==> src/rtl/ptr_fifo.sv <==
// Small register queue used on both sides of the tracker engine.
// Depends on nothing; the payload is a flat vector of W bits.
module ptr_fifo #(
  parameter int W     = 8,
  parameter int DEPTH = 2
) (
  input  logic         clk,
  input  logic         rst,
  input  logic         wr,
  input  logic [W-1:0] wdata,
  output logic         full,
  input  logic         rd,
  output logic [W-1:0] rdata,
  output logic         empty
);
  localparam int PW = (DEPTH > 1) ? $clog2(DEPTH) : 1;

  logic [W-1:0]        store [DEPTH];
  logic [PW-1:0]       wp, rp;
  logic [$clog2(DEPTH+1)-1:0] count;

  logic do_wr, do_rd;
  assign do_wr = wr && !full;
  assign do_rd = rd && !empty;
  assign full  = count == ($clog2(DEPTH+1))'(DEPTH);
  assign empty = count == '0;
  assign rdata = store[rp];

  always_ff @(posedge clk) begin
    if (do_wr) begin
      store[wp] <= wdata;
    end
  end

  always_ff @(posedge clk) begin
    if (rst) begin
      wp    <= '0;
      rp    <= '0;
      count <= '0;
    end else begin
      if (do_wr) begin
        wp <= (wp == PW'(DEPTH-1)) ? '0 : wp + 1'b1;
      end
      if (do_rd) begin
        rp <= (rp == PW'(DEPTH-1)) ? '0 : rp + 1'b1;
      end
      if (do_wr && !do_rd) begin
        count <= count + 1'b1;
      end else if (do_rd && !do_wr) begin
        count <= count - 1'b1;
      end
    end
  end
endmodule

==> config.mk <==
export PLATFORM = sky130hd
export DESIGN_NAME = ptr_fifo
export DESIGN_NICKNAME = d
export VERILOG_FILES = /design/src/rtl/ptr_fifo.sv
export SDC_FILE = /design/constraint.sdc
export NUM_CORES = 1
export LEC_CHECK = 0
export BUFFER_PORTS_ARGS = -buffer_cell sky130_fd_sc_hd__clkbuf_2
export CORE_UTILIZATION = 40
export DETAILED_ROUTE_END_ITERATION = 10
export GPL_ROUTABILITY_DRIVEN = 0
export HOLD_SLACK_MARGIN = 0.1
export SLEW_MARGIN = 15
export SYNTH_ARGS = -nofsm -noshare
export SYNTH_HDL_FRONTEND = slang
export SYNTH_SLANG_ARGS = --single-unit
==> constraint.sdc <==
create_clock -name clk -period 1.8 [get_ports clk]
set_input_delay 0.18 -clock clk [delete_from_list [all_inputs] [get_ports clk]]
set_output_delay 0.18 -clock clk [all_outputs]
set_load 0.02 [all_outputs]
==> Implementation_results.wiki <==
{| class="wikitable"
! Metric !! Value
|-
| Post-cts hold buffer count || 8
|-
| Initial antenna violation count || 0
|-
| Post-synthesis instance total || 50
|-
| Initial cell density of the core || 0.445
|-
| Worst setup slack for register-to-register paths || 220 ps
|-
| Worst-case headroom to the max-slew limit || 0.748
|-
| Net count after synthesis || 63
|-
| Sequential cell fraction of total power || 0.505
|-
| Worst clock skew || 2.45 ps
|-
| Clock buffer count from CTS || 3
|-
| Register cell area after layout || 581 sq um
|-
| Required time of the worst setup path || 2030 ps
|-
| Worst R2R Start || count[1]
|-
| Number of buffers added on ports || 21
|-
| Post-CTS Setup Bufs || 0
|-
| Number of instances resized during post-cts repair || 0
|-
| Data arrival time of the worst path || 1810 ps
|-
| Clock share of power || 0.155
|-
| Number of detailed-routing iterations run before antenna repair || 3
|-
| Min-delay worst type || input pin to flip-flop
|-
| Row count || 15
|-
| Multi-input gate area in the final layout || 200 sq um
|-
| Post-layout nets || 96
|-
| X dimension of the die || 46.5 um
|-
| Fraction of layout instances using a drive strength above 1 || 0.402
|-
| CTS root buf || sky130_fd_sc_hd__clkbuf_4
|-
| Fill cell instance count of the final layout || 155
|-
| First-pass GRT wire length || 1.75 mm
|-
| Worst setup path endpoint || count[1]
|-
| Clock transition time at the flip-flop clock pins of the worst setup and hold paths || 100 ps
|-
| Gr ovfl total || 0
|-
| Number of max-capacitance violations reported || 0
|-
| Top-area cell type share of the netlist area || 0.606
|-
| Top library cells by usage in the layout, fill and taps aside || sky130_fd_sc_hd__clkbuf_2, sky130_fd_sc_hd__edfxtp_1, sky130_fd_sc_hd__mux2_2, sky130_fd_sc_hd__dlygate4sd3_1
|-
| Leading post-synthesis cells by cell area || sky130_fd_sc_hd__edfxtp_1, sky130_fd_sc_hd__dfxtp_1, sky130_fd_sc_hd__mux2_2, sky130_fd_sc_hd__xor2_1, sky130_fd_sc_hd__nor2_1
|-
| Vias per Instance || 4.40
|-
| IR Drop Worst-Case VDD || 658 uV
|-
| Insertion delay to the later sink of the worst-skew pair || 290 ps
|-
| Post-route DRC violation count || 0
|-
| RSZ-0062 raised after global routing || false
|-
| Setup-failing EPs final || 0
|-
| Area growth from synthesis to layout || 30.0%
|-
| Worst reg2reg path endpoint || count[1]
|-
| Post-route fraction of the period consumed by the critical path || 0.880
|-
| Via count of the first global-routing pass || 448
|-
| Final core area utilization || 0.578
|-
| Maximum fanout encountered on the critical timing path || 5
|-
| Detail Placement HPWL || 829 um
|-
| Critical path origin || count[1]
|-
| Drt initial violations || 7
|-
| Worst Setup Start Kind || flip-flop
|-
| Total via count after detailed routing || 471
|-
| Net switching component of the power || 444 uW
|-
| Sequential cell area fraction in the yosys report || 0.732
|-
| Pin count of the biggest net entering global routing || 12
|-
| Mean Syn Cell Area || 15.9 sq um
|-
| H-tree depth || 1
|-
| Crit Path Category || flip-flop to flip-flop
|-
| Routed Antenna Nets || 0
|-
| Final Slew Violations || 0
|-
| Power density over cell area || 1310 nW/um^2
|-
| Core area || 1780 sq um
|-
| Deepest clock path buffer count || 2
|-
| Worst R2R Path Depth || 5
|-
| Post-synthesis sequential element count || 21
|-
| Worst-Margin Slew || 379 ps
|-
| Ant. Diodes || 0
|-
| Die extent in y || 46.5 um
|-
| Cell area after synthesis || 793 sq um
|-
| Final hold violations || 0
|-
| Proportion of power drawn by combinational gates || 0.340
|-
| Cell type contributing the most total cell area after synthesis || sky130_fd_sc_hd__edfxtp_1
|-
| Fmax || 631 MHz
|-
| Crit path capture type || flip-flop
|-
| CTS tree || built
|-
| Cell-internal power || 905 uW
|-
| Sinks on the clock net || 21
|-
| Run status || completed
|-
| Number of distinct standard cells referenced by the synthesized netlist || 13
|-
| Detailed-route wire length || 1.20 mm
|-
| Leakage || 0.000416 uW
|-
| All-Layer GR Usage || 0.126
|-
| Number of top-level design ports || 22
|-
| Post-layout minimum cycle time || 1580 ps
|-
| Post-DR wirelength/cell || 11.2 um
|-
| Number of warnings issued by yosys || 0
|-
| Area of the die || 2170 sq um
|-
| Commonest non-fill, non-tap cell in the layout || sky130_fd_sc_hd__clkbuf_2
|-
| Net switching fraction of the power || 0.329
|-
| Post-route setup TNS || 0 ps
|}
[routing by layer]
| layer | vias up | routed length (um) | track usage |
|---|---|---|---|
| li1 | 242 | - | - |
| met2 | 14 | 590 | 0.219 |
| met4 | 0 | 14 | 0.0882 |
| met1 | 213 | 540 | 0.118 |
| met3 | 2 | 54 | 0.0510 |
| met5 | - | 0 | 0 |
[kinds of logic after synthesis]
group           Yosys count  share of synthesized area
compound gates            5                     0.0315
fa+ha+maj                 1                     0.0158
flops                    21                      0.732
buf+inv                   3                     0.0158
xor+xnor                  3                     0.0331
simple gates              9                     0.0584
mux                       8                      0.114
[synth_stat cells]
library cell                n
sky130_fd_sc_hd__nor2_1     5
sky130_fd_sc_hd__nor2b_2    1
sky130_fd_sc_hd__buf_2      1
sky130_fd_sc_hd__and2_1     1
sky130_fd_sc_hd__mux2_2     8
sky130_fd_sc_hd__inv_1      2
sky130_fd_sc_hd__o21ai_0    3
sky130_fd_sc_hd__xor2_1     3
sky130_fd_sc_hd__ha_1       1
sky130_fd_sc_hd__edfxtp_1  16
sky130_fd_sc_hd__a21oi_1    2
sky130_fd_sc_hd__dfxtp_1    5
sky130_fd_sc_hd__or3_1      2
[state kept, by name, indices dropped and copies added, names as in the netlist, named ones only]
signal,cells
wp,1
rp,1
store,16
count,2
[area by class of cell]
type / count / area share
clock buffers: 4 / 0.0255
flip-flops and latches: 21 / 0.563
well taps: 25 / 0.0303
inverters: 2 / 0.00728
multi-input cells: 26 / 0.194
repair buffers: 29 / 0.180
[per-stage QoR]
stage / setup slack [ps] / hold WS [ps] / area, sq um / std cells / power [uW]
5_1_grt: 129 / 101 / 1030 / 107 / 1430
2_1_floorplan: 194 / 249 / 793 / 50 / 1010
6_report: 216 / 110 / 1030 / 107 / 1350
3_5_place_dp: 222 / 374 / 925 / 95 / 1140
3_3_place_gp: 296 / 370 / 925 / 95 / 1130
4_1_cts: 194 / 107 / 1030 / 107 / 1370
[power groups by stage]
stage / clock network, uW / logic [uW] / registers, uW
final: 209 / 459 / 682
after global routing: 241 / 500 / 694
after CTS: 219 / 464 / 683
after detailed placement: 0 / 447 / 693
after global placement: 0 / 441 / 691
after floorplan: 0 / 350 / 660
[critical path, cell delays in order, from the launching register on]
cell                      delay [ps]
sky130_fd_sc_hd__dfxtp_1         390
sky130_fd_sc_hd__nor2b_2         210
sky130_fd_sc_hd__nor2_1           90
sky130_fd_sc_hd__ha_1            330
sky130_fd_sc_hd__or3_1           380
sky130_fd_sc_hd__a21oi_1         140
[how the worst min path moves through the flow]
| stage | startpoint | to | depth (start not counted) | slack, ps |
|---|---|---|---|---|
| after global placement | wdata[7] | store[1][7] | 1 | 370 |
| after global routing | rst | count[1] | 2 | 100 |
| after CTS | rst | count[1] | 2 | 110 |
| final | rst | count[1] | 2 | 110 |
| after detailed placement | wdata[1] | store[1][1] | 1 | 370 |
| after floorplan | rst | count[1] | 1 | 250 |
(Power assumes the default switching activity.)
